===== config.mk =====
export PLATFORM = sky130hd
export DESIGN_NAME = touch_tap_hold_gesture_detector
export DESIGN_NICKNAME = d
export VERILOG_FILES = /design/src/rtl/tthg_pkg.sv /design/src/rtl/tthg_eval.sv /design/src/rtl/touch_tap_hold_gesture_detector.sv
export SDC_FILE = /design/constraint.sdc
export NUM_CORES = 1
export LEC_CHECK = 0
export BUFFER_PORTS_ARGS = -buffer_cell sky130_fd_sc_hd__buf_2
export CAP_MARGIN = 40
export CORE_MARGIN = 3
export CORE_UTILIZATION = 37
export CTS_CLUSTER_DIAMETER = 150
export CTS_CLUSTER_SIZE = 8
export DETAILED_ROUTE_END_ITERATION = 7
export HOLD_SLACK_MARGIN = 0.15
export PLACE_DENSITY = 0.59
export SETUP_SLACK_MARGIN = 0.5
export SLEW_MARGIN = 20
export SYNTH_ARGS = -nofsm -noshare
export SYNTH_HDL_FRONTEND = slang
export SYNTH_SLANG_ARGS = --single-unit

===== constraint.sdc =====
create_clock -name clk -period 7 [get_ports clk]
set_clock_uncertainty 0.1 [all_clocks]
set_input_delay 1.05 -clock clk [delete_from_list [all_inputs] [get_ports clk]]
set_output_delay 1.05 -clock clk [all_outputs]
set_load 0.02 [all_outputs]

===== src/rtl/tthg_pkg.sv =====
package tthg_pkg;

	typedef enum logic [1:0] {
		OP_TOUCH = 2'd0,
		OP_TICK  = 2'd1,
		OP_CLEAR = 2'd2
	} opcode_t;

	localparam logic [1:0] CFG_DEBOUNCE = 2'd0;
	localparam logic [1:0] CFG_GAP      = 2'd1;
	localparam logic [1:0] CFG_HOLD     = 2'd2;

	localparam logic [15:0] DEBOUNCE_RESET = 16'd50;
	localparam logic [15:0] GAP_RESET      = 16'd300;
	localparam logic [15:0] HOLD_RESET     = 16'd1000;

	localparam int CLR_TAP    = 0;
	localparam int CLR_DOUBLE = 1;
	localparam int CLR_HOLD   = 2;

	localparam logic [2:0] COUNT_NONE = 3'd0;
	localparam logic [2:0] COUNT_ONE  = 3'd1;
	localparam logic [2:0] COUNT_TWO  = 3'd2;

	typedef struct packed {
		logic touching;
		logic was_touching;
		logic tap_allowed;
		logic ignore_release;
		logic double_on_release;
		logic awaiting_second;
		logic tap_latch;
		logic double_latch;
		logic hold_latch;
	} flags_t;

endpackage


===== src/rtl/tthg_eval.sv =====
module tthg_eval #(
	parameter int TIME_WIDTH = 32
) (
	input  tthg_pkg::flags_t        flags_i,
	input  logic [TIME_WIDTH-1:0]   cur_time,
	input  logic [TIME_WIDTH-1:0]   rel_time,
	input  logic [TIME_WIDTH-1:0]   prs_time,
	input  logic [15:0]             debounce,
	input  logic [15:0]             gap,
	input  logic [15:0]             hold,
	output tthg_pkg::flags_t        flags_o,
	output logic [TIME_WIDTH-1:0]   rel_time_nxt,
	output logic [TIME_WIDTH-1:0]   prs_time_nxt
);
	import tthg_pkg::*;

	logic [63:0]           deb_w, gap_w, hold_w;
	logic [TIME_WIDTH-1:0] deb_t, gap_t, hold_t;
	logic [TIME_WIDTH-1:0] since_rel, since_prs;
	logic [TIME_WIDTH-1:0] since_rel2, since_prs2;
	logic                  press, release_ok;

	assign deb_w  = {48'd0, debounce};
	assign gap_w  = {48'd0, gap};
	assign hold_w = {48'd0, hold};
	assign deb_t  = deb_w[TIME_WIDTH-1:0];
	assign gap_t  = gap_w[TIME_WIDTH-1:0];
	assign hold_t = hold_w[TIME_WIDTH-1:0];

	assign since_rel = cur_time - rel_time;
	assign since_prs = cur_time - prs_time;

	assign press      = flags_i.touching && !flags_i.was_touching && (since_rel > deb_t);
	assign release_ok = !flags_i.touching && flags_i.was_touching && (since_prs > deb_t)
		&& !flags_i.ignore_release;

	// A time stamp that is rewritten to the current time makes its distance zero, so the
	// second set of distances needs no further subtraction.
	always_comb begin
		flags_o      = flags_i;
		rel_time_nxt = rel_time;
		prs_time_nxt = prs_time;
		since_rel2   = since_rel;
		since_prs2   = since_prs;
		if (press) begin
			prs_time_nxt              = cur_time;
			since_prs2                = '0;
			flags_o.ignore_release    = 1'b0;
			flags_o.tap_allowed       = 1'b1;
			flags_o.double_on_release = (since_rel < gap_t) && !flags_i.double_on_release
				&& flags_i.awaiting_second;
			flags_o.awaiting_second   = 1'b0;
		end else if (release_ok) begin
			rel_time_nxt = cur_time;
			since_rel2   = '0;
			if (!flags_i.double_on_release) begin
				flags_o.awaiting_second = 1'b1;
			end else begin
				flags_o.double_latch      = 1'b1;
				flags_o.double_on_release = 1'b0;
				flags_o.awaiting_second   = 1'b0;
				flags_o.tap_allowed       = 1'b0;
			end
		end

		if (!flags_o.touching && (since_rel2 >= gap_t) && flags_o.awaiting_second
			&& !flags_o.double_on_release && flags_o.tap_allowed) begin
			flags_o.tap_latch       = 1'b1;
			flags_o.awaiting_second = 1'b0;
		end

		if (flags_o.touching && !flags_o.hold_latch && (since_prs2 > hold_t)) begin
			flags_o.hold_latch        = 1'b1;
			flags_o.ignore_release    = 1'b1;
			flags_o.double_on_release = 1'b0;
			flags_o.awaiting_second   = 1'b0;
		end

		flags_o.was_touching = flags_o.touching;
	end

endmodule


===== src/rtl/touch_tap_hold_gesture_detector.sv =====
// Tap, double-tap and hold detector for a single finger. Each input transfer (touch
// report, time tick or flag clear) produces exactly one result transfer carrying the
// latched tap, double-tap and hold flags and the finger state. One item is taken every
// cycle unless a held-up result stalls the input. Each item passes an input register and
// a result register, with all gesture evaluation combinational between them. Configuration
// writes take effect from the next cycle and should only be made while the block is idle.
module touch_tap_hold_gesture_detector #(
	parameter int TIME_WIDTH = 32
) (
	input  logic        clk,
	input  logic        arst_n,
	input  logic        cfg_we,
	input  logic [1:0]  cfg_index,
	input  logic [15:0] cfg_data,
	input  logic        in_valid,
	output logic        in_stall,
	input  logic [1:0]  opcode,
	input  logic [2:0]  finger_count,
	input  logic [31:0] event_time,
	input  logic [2:0]  clear_mask,
	output logic        out_valid,
	input  logic        out_stall,
	output logic        tap_flag,
	output logic        double_tap_flag,
	output logic        hold_flag,
	output logic        finger_down
);
	import tthg_pkg::*;

	logic [15:0] debounce_q, gap_q, hold_q;

	logic        valid_s1;
	logic [1:0]  opcode_s1;
	logic [2:0]  count_s1;
	logic [31:0] time_s1;
	logic [2:0]  mask_s1;

	logic                  out_valid_q;
	logic                  tap_q, double_q, hold_q_flag, finger_q;

	flags_t                flags_q, ev_flags, eval_flags, nxt_flags;
	logic [2:0]            prev_count_q, nxt_prev;
	logic [TIME_WIDTH-1:0] cur_time_q, rel_time_q, prs_time_q;
	logic [TIME_WIDTH-1:0] ev_cur, nxt_cur, eval_rel, eval_prs, nxt_rel, nxt_prs;
	logic [TIME_WIDTH-1:0] etime;
	logic [63:0]           etime_w;
	logic                  do_eval;
	logic                  advance;

	assign advance  = valid_s1 && !(out_valid_q && out_stall);
	assign in_stall = valid_s1 && out_valid_q && out_stall;

	always_ff @(posedge clk or negedge arst_n) begin
		if (!arst_n) begin
			debounce_q <= DEBOUNCE_RESET;
			gap_q      <= GAP_RESET;
			hold_q     <= HOLD_RESET;
		end else if (cfg_we) begin
			unique case (cfg_index)
				CFG_DEBOUNCE: debounce_q <= cfg_data;
				CFG_GAP:      gap_q      <= cfg_data;
				CFG_HOLD:     hold_q     <= cfg_data;
				default: ;
			endcase
		end
	end

	always_ff @(posedge clk or negedge arst_n) begin
		if (!arst_n) begin
			valid_s1 <= 1'b0;
		end else if (!in_stall) begin
			valid_s1 <= in_valid;
		end
	end

	always_ff @(posedge clk) begin
		if (in_valid && !in_stall) begin
			opcode_s1 <= opcode;
			count_s1  <= finger_count;
			time_s1   <= event_time;
			mask_s1   <= clear_mask;
		end
	end

	assign etime_w = {32'd0, time_s1};
	assign etime   = etime_w[TIME_WIDTH-1:0];

	// Decide what the evaluation sees; a release is judged at the stored current time.
	always_comb begin
		ev_flags = flags_q;
		ev_cur   = cur_time_q;
		do_eval  = 1'b0;
		case (opcode_s1)
			OP_TOUCH: begin
				if (count_s1 == COUNT_NONE) begin
					if (prev_count_q == COUNT_ONE) begin
						ev_flags.touching = 1'b0;
						do_eval           = 1'b1;
					end
				end else if (count_s1 == COUNT_ONE) begin
					ev_flags.touching = 1'b1;
					ev_cur            = etime;
					do_eval           = 1'b1;
				end
			end
			OP_TICK: begin
				if (!flags_q.touching && flags_q.awaiting_second && flags_q.tap_allowed) begin
					ev_cur  = etime;
					do_eval = 1'b1;
				end
			end
			default: ;
		endcase
	end

	tthg_eval #(
		.TIME_WIDTH(TIME_WIDTH)
	) u_eval (
		.flags_i      (ev_flags),
		.cur_time     (ev_cur),
		.rel_time     (rel_time_q),
		.prs_time     (prs_time_q),
		.debounce     (debounce_q),
		.gap          (gap_q),
		.hold         (hold_q),
		.flags_o      (eval_flags),
		.rel_time_nxt (eval_rel),
		.prs_time_nxt (eval_prs)
	);

	always_comb begin
		nxt_flags = flags_q;
		nxt_prev  = prev_count_q;
		nxt_cur   = cur_time_q;
		nxt_rel   = rel_time_q;
		nxt_prs   = prs_time_q;
		case (opcode_s1)
			OP_TOUCH: begin
				nxt_prev = count_s1;
				if (count_s1 == COUNT_ONE || count_s1 == COUNT_TWO) begin
					nxt_cur = etime;
				end
			end
			OP_TICK: begin
				nxt_cur = ev_cur;
			end
			OP_CLEAR: begin
				if (mask_s1[CLR_TAP])    nxt_flags.tap_latch    = 1'b0;
				if (mask_s1[CLR_DOUBLE]) nxt_flags.double_latch = 1'b0;
				if (mask_s1[CLR_HOLD])   nxt_flags.hold_latch   = 1'b0;
			end
			default: ;
		endcase
		if (do_eval) begin
			nxt_flags = eval_flags;
			nxt_rel   = eval_rel;
			nxt_prs   = eval_prs;
		end
	end

	always_ff @(posedge clk or negedge arst_n) begin
		if (!arst_n) begin
			flags_q      <= '0;
			prev_count_q <= '0;
			cur_time_q   <= '0;
			rel_time_q   <= '0;
			prs_time_q   <= '0;
		end else if (advance) begin
			flags_q      <= nxt_flags;
			prev_count_q <= nxt_prev;
			cur_time_q   <= nxt_cur;
			rel_time_q   <= nxt_rel;
			prs_time_q   <= nxt_prs;
		end
	end

	always_ff @(posedge clk or negedge arst_n) begin
		if (!arst_n) begin
			out_valid_q <= 1'b0;
		end else if (advance) begin
			out_valid_q <= 1'b1;
		end else if (!out_stall) begin
			out_valid_q <= 1'b0;
		end
	end

	always_ff @(posedge clk) begin
		if (advance) begin
			tap_q       <= nxt_flags.tap_latch;
			double_q    <= nxt_flags.double_latch;
			hold_q_flag <= nxt_flags.hold_latch;
			finger_q    <= nxt_flags.touching;
		end
	end

	assign out_valid       = out_valid_q;
	assign tap_flag        = tap_q;
	assign double_tap_flag = double_q;
	assign hold_flag       = hold_q_flag;
	assign finger_down     = finger_q;

endmodule


Yosys cells after proc, flatten, opt, wreduce, memory -nomap -nowiden
Cells that the tools add are included.
{ "word_totals": {"regBits": 202, "out_inout_bits": 6, "mem_bits_ro": 0, "ram_bits": 0, "memories": 0, "elab_cells": 125, "latchBits": 0, "inputBits": 63} }
{ "op_classes": {"n_lt_le_gt_ge": 5, "n_eq_ne": 9, "n_mux": 38, "n_shift": 0, "n_bitwise": 1, "n_div": 0, "n_addsub": 2, "n_mul": 0, "n_reduce_logical": 44} }
{ "op_table": {"columns": ["op", "count"], "rows": [
  ["32-bit two-way mux", 7],
  ["32-bit one-hot mux with 2 select lines", 2],
  ["32-bit by 16-bit greater-than comparator with 1-bit output", 3],
  ["32-bit subtractor", 2],
  ["32-bit by 16-bit >= comparator with 1-bit output", 1],
  ["32-bit by 16-bit less-than comparator with 1-bit output", 1],
  ["1-bit two-way mux", 22],
  ["1-bit logical AND", 20],
  ["2-bit AND reduction", 5],
  ["1-bit logical NOT", 9],
  ["9-bit two-way mux", 1],
  ["3-bit AND reduction", 3],
  ["3-bit by 1-bit == test with 1-bit output, second input constant", 2],
  ["2-bit two-way mux", 3],
  ["3-bit two-way mux", 2],
  ["2-bit by 1-bit == test with 1-bit output, second input constant", 2],
  ["2-bit == test, second input constant", 2],
  ["2-bit logical NOT", 2],
  ["4-bit AND reduction", 1],
  ["2-bit nonzero test", 2],
  ["3-bit by 2-bit == test with 1-bit output, second input constant", 1],
  ["3-bit logical NOT", 1],
  ["2-bit by 1-bit != test with 1-bit output, second input constant", 1],
  ["2-bit != test, second input constant", 1],
  ["3 further kinds", 3]
]} }

Longest topological paths before layout
{ "logic_depth": {"ltp_word": 19, "depth_mapped": 37, "ltp_nobuf": 35} }

Hierarchy
A second synthesis with hierarchy kept.
{ "hier_totals": {"cells_unflattened": 1496, "area_unflattened_um2": 15108.2} }
{ "by_module_without_submodules": {"columns": ["mod", "seq_area_each_um2", "area_each_um2", "cells_per_inst", "instances"], "rows": [
  ["touch_tap_hold_gesture_detector", 5291.3, 7826.3, 456, 1],
  ["tthg_eval", 0.0, 7282.0, 1040, 1]
]} }

Worst setup path before layout
OpenSTA, ideal clock, no wires.
{ "synth_timing": {"kind": "register to register", "start": "register opcode_s1[1]", "end": "register flags_q (netlist bit ev_flags[3])", "t_required_ns": 6.797, "setup_time_ns": 0.103, "path_buffers": 3, "slack_ns": 0.058, "synth_period_minus_slack_ns": 6.942, "t_arrival_ns": 6.738, "path_stages_with_launch": 33, "cell_sequence": "edfxtp_1 > nor4_2 > a21oi_1 > clkbuf_1 > a21oi_1 > ha_1 > inv_1 > fa_1 > a21o_1 > a221o_1 > a211o_1 > o21ai_0 > xnor2_1 > ha_1 > nand4_1 > or2_2 > nor3_1 > nor2_1 > nor4_1 > nor4b_1 > a21o_1 > clkbuf_2 > clkbuf_1 > and2_1 > ha_1 > a21o_1 > a21o_1 > a21oi_1 > o21ai_0 > a21oi_1 > o21ai_0 > and4_1 > o41ai_2"} }
{ "synth_via": {"elab_chain_len": 15, "word_cells_on_any_way": 37, "classes_between": "add/sub (2); order compare (5); eq/ne (1); mux (12); reduce/logical (17)"} }
{ "synth_lines": {"columns": ["element", "line", "text"], "rows": [
  ["start: declaration", "touch_tap_hold_gesture_detector.sv:33", "logic [1:0] opcode_s1;"],
  ["start signal: assignment", "touch_tap_hold_gesture_detector.sv:78", "opcode_s1 <= opcode;"],
  ["2-bit by 1-bit == test with 1-bit output or 2-bit logical NOT (tied branches)", "touch_tap_hold_gesture_detector.sv:93", "case (opcode_s1)"],
  ["32-bit one-hot mux with 2 select lines or 1-bit two-way mux (tied branches)", "touch_tap_hold_gesture_detector.sv:93", null],
  ["32-bit subtractor or 1-bit logical NOT (tied branches)", "tthg_eval.sv:31, tthg_eval.sv:34, tthg_eval.sv:66", null],
  ["32-bit by 16-bit greater-than comparator with 1-bit output or 1-bit logical AND (tied branches)", "tthg_eval.sv:34", "assign release_ok = !flags_i.touching && flags_i.was_touching && (since_prs > deb_t)"],
  ["1-bit logical AND", "tthg_eval.sv:34", null],
  ["1-bit logical AND", "tthg_eval.sv:35", "&& !flags_i.ignore_release;"],
  ["32-bit two-way mux", "tthg_eval.sv:53", "end else if (release_ok) begin"],
  ["32-bit two-way mux", "tthg_eval.sv:45", "if (press) begin"],
  ["32-bit by 16-bit >= comparator with 1-bit output", "tthg_eval.sv:66", "if (!flags_o.touching && (since_rel2 >= gap_t) && flags_o.awaiting_second"],
  ["1-bit logical AND (2 in series)", "tthg_eval.sv:66", null],
  ["1-bit logical AND (2 in series)", "tthg_eval.sv:67", "&& !flags_o.double_on_release && flags_o.tap_allowed) begin"],
  ["2-bit two-way mux", "tthg_eval.sv:66", null],
  ["3-bit two-way mux", "tthg_eval.sv:72", "if (flags_o.touching && !flags_o.hold_latch && (since_prs2 > hold_t)) begin"],
  ["end signal: assignment", "touch_tap_hold_gesture_detector.sv:169", "flags_q <= nxt_flags;"],
  ["end: declaration", "touch_tap_hold_gesture_detector.sv:41", "flags_t flags_q, ev_flags, eval_flags, nxt_flags;"]
]} }
Parallel ways exist; a longest one is shown, timed or not.
A chain may end at the register's enable or synchronous reset.

==> results_dict.tcl <==
set metrics [dict create \
    run_status "completed" \
    ant_nets 0 \
    crit_type "reg -> reg" \
    reg2reg_depth 29 \
    cts_inserted_buffers 29 \
    cts_hold_buf 0 \
    gr-total-overflow 0 \
    hold_violations 0 \
    clockPowerShare_pct 14.5 \
    synth_flop_cell "dfrtp_1" \
    cp.depth 29 \
    combinationalPowerShare_pct 67.4 \
    grt_start_max_net_pins 60 \
    max-vdd-ir-drop_mv 0.255 \
    areaGrowthSynthToFinish_pct 28.0 \
    clk_pin_slew_worst_paths_ns 0.05 \
    cts_tree "done" \
    clk_latency_ns 0.55 \
    cts-root-buf "clkbuf_16" \
    grt.met1_usage_pct 26.7 \
    synthTopCellsByCount "nand2_1, dfrtp_1, ha_1, inv_1, a21oi_1" \
    drtIter0Drc 714 \
    die_x_um 204 \
    finalWorstSetupSlack_ns 0.301 \
    grt_pass1_wl_mm 63.9 \
    mappedNetlistNets 1757 \
    antenna_found_initial 1 \
    cts_sinks 202 \
    vias 12196 \
    min_path_type "in -> async" \
    ff_latch_area_um2 5290 \
    port_buffers 68 \
    slowest_stage "or4_4" \
    routabilityCongestion 0.906 \
    p_leak_uw 0.00847 \
    synth-seq-cells 202 \
    vias_per_cell 5.26 \
    pre_cts_ws_ns -0.0933 \
    worst-path-buf-inv 4 \
    sw_frac_of_total_pct 43.1 \
    required_ns 7.20 \
    core-area_um2 38100 \
    post-synth-top-area-fraction_pct 25.1 \
    fin_util_pct 48.5 \
    tightest_slew_ns 0.679 \
    synth_compound_area_share_pct 17.3 \
    crit_path_max_incr_delay_ns 0.62 \
    io_pins 69 \
    fmax_mhz 149 \
    start_util_pct 37.9 \
    maxSlewViolCount 0 \
    startpoint_type "register" \
    first_global_vias 12126 \
    gr-usage-all-layers_pct 19.0 \
    powerDensity_nw_per_um2 470 \
    nets 1997 \
    max_cap_viol_count 0 \
    worstPathMaxFanout 13 \
    netlist_top_cells_area "dfrtp_1, ha_1, edfxtp_1" \
    finalCritPeriodShare_pct 95.7 \
    fp.dieH_um 204 \
    synth_mux_area_share_pct 9.27 \
    setup_viol 0 \
    intPower_uw 4950 \
    syn_inst 1551 \
    remaining_drc_errors 0 \
    switching_power_uw 3750 \
    cp.arrival_ns 6.90 \
    avgSynthCellArea_um2 9.32 \
    drt_first_pass_iters 5 \
    yosysTopAreaCell "dfrtp_1" \
    ys_types 81 \
    cp-end-kind "register" \
    wl_mm 40.4 \
    htreeDepth 1 \
    busiest_layer "met2" \
    relSlewSlack_pct 54.3 \
    ys_seq_area_share_pct 36.6 \
    n_antenna_cell 0 \
    min_period_ns 6.70 \
    synth_top_family_by_area "compound AO/OA/AOI/OAI gates" \
    rows 71 \
    synth_edf_count 44 \
    yosysMostFrequentCell "nand2_1" \
    rsz0062_at_grt "true" \
    met3_usage_pct 2.39 \
    seqPwrFrac_pct 18.0 \
    crit_family "compound AO/OA/AOI/OAI gates" \
    drive_above_1_share_pct 31.7 \
    fill_cells 3558 \
    synth_fa_ha_area_share_pct 12.5 \
    dp_hpwl_mm 31.2 \
    post_drt_wl_per_cell_um 17.4 \
    yosys_warnings 0 \
    yosys.area_share.xor_xnor_pct 2.55 \
    clockBufferDepth 3 \
    die_area_um2 41500 \
    synthSimpleGateAreaFrac_pct 16.4 \
    netlist_area_um2 14500 \
    grt.met2_usage_pct 31.4 \
    async_flop_share_pct 78.2 \
    multiInputGateArea_um2 9290 \
]
-- cells by family (layout without fill, tap and decap cells) --
| kind of cell | count (synthesis) | after routing |
|---|---|---|
| muxes | 110 | 110 |
| buffers and inverters | 189 | 444 |
| AOI/OAI and AO/OA | 384 | 385 |
| and+or+nand+nor | 481 | 481 |
| xor gates and xnor gates | 42 | 42 |
| adders and majority gates | 143 | 143 |
| DFF | 202 | 202 |
-- sequential cells by signal, indices dropped and copies added, names as in the netlist, 2 cells and up --
name and count:
rel_time_q 32, opcode_s1 2, debounce_q 16, mask_s1 3, count_s1 3, cur_time_q 32, etime 32, prev_count_q 3
prs_time_q 32, hold_q 16, ev_flags 8, gap_q 16
-- worst paths after layout --
check / slack [ns] / endpoint / start
setup / recovery: 0.30 / hold_flag / opcode_s1[0]
hold / removal: 0.33 / prs_time_q[27] / arst_n
setup reg to reg: 0.30 / hold_flag / opcode_s1[0]
hold reg to reg: 0.36 / ev_flags[1] / mask_s1[1]
max in group asynchronous: 5.31 / cur_time_q[14] / arst_n
min in group clk: 0.36 / ev_flags[1] / mask_s1[1]
-- cell usage in the layout (no fill, tap or decap), types with 23 or more instances in the layout --
| master | synthesis | routed |
|---|---|---|
| o21ai_0 | 97 | 85 |
| dfrtp_1 | 145 | 145 |
| a21o_1 | 46 | 45 |
| a21oi_2 | 0 | 24 |
| edfxtp_1 | 44 | 44 |
| mux2_2 | 73 | 73 |
| and2_1 | 38 | 31 |
| clkbuf_16 | 0 | 30 |
| ha_1 | 141 | 112 |
| buf_2 | 9 | 68 |
| buf_4 | 0 | 178 |
| nand2_1 | 202 | 181 |
| nor2_1 | 74 | 68 |
| mux2_4 | 27 | 27 |
| a21oi_1 | 101 | 74 |
| nand4_1 | 37 | 37 |
| inv_1 | 133 | 131 |
| ha_4 | 0 | 23 |
-- metrics by stage --
stage / hold slack [ns] / cell area (µm²) / total power (µW) / cells / TNS [ns]
after CTS: 0.339 / 17800 / 8240 / 2297 / 0
after global placement: 0.360 / 16300 / 6380 / 2216 / 0
final: 0.330 / 18500 / 8690 / 2318 / 0
after detailed placement: 0.356 / 16400 / 6470 / 2221 / -0.157
after global routing: 0.355 / 18500 / 9370 / 2318 / -0.0386
after floorplan: 0.330 / 14500 / 4790 / 1551 / 0
-- power by group through the flow --
stage / sequential [µW] / clock [µW] / combinational (µW)
global route: 1590 / 1360 / 6420
detailed placement: 1580 / 0 / 4890
global placement: 1570 / 0 / 4800
CTS: 1560 / 1310 / 5370
finish: 1570 / 1260 / 5860
floorplan: 1560 / 0 / 3230
-- repair_timing --
action                     CTS  global route
gates cloned                 3             1
setup endpoints to repair    7             7
setup buffers               26            18
pin swaps                   65            77
gates resized for setup     80            92
-- per-layer routing --
layer	routed length, µm	share of wire [%]
met5	11	0.027
met4	850	2.1
met3	1320	3.3
met2	18700	46
met1	19500	48
-- layout make-up --
| class | count | area share, % |
|---|---|---|
| Multi-Input combinational cell | 1161 | 50.2 |
| Sequential cell | 202 | 28.6 |
| Timing Repair Buffer | 264 | 10.7 |
| Clock buffer | 45 | 4.25 |
| Tap cell | 511 | 3.46 |
| Inverter | 133 | 2.70 |
| Clock inverter | 2 | 0.0947 |
No activity file was read; power rests on OpenSTA's default activity.
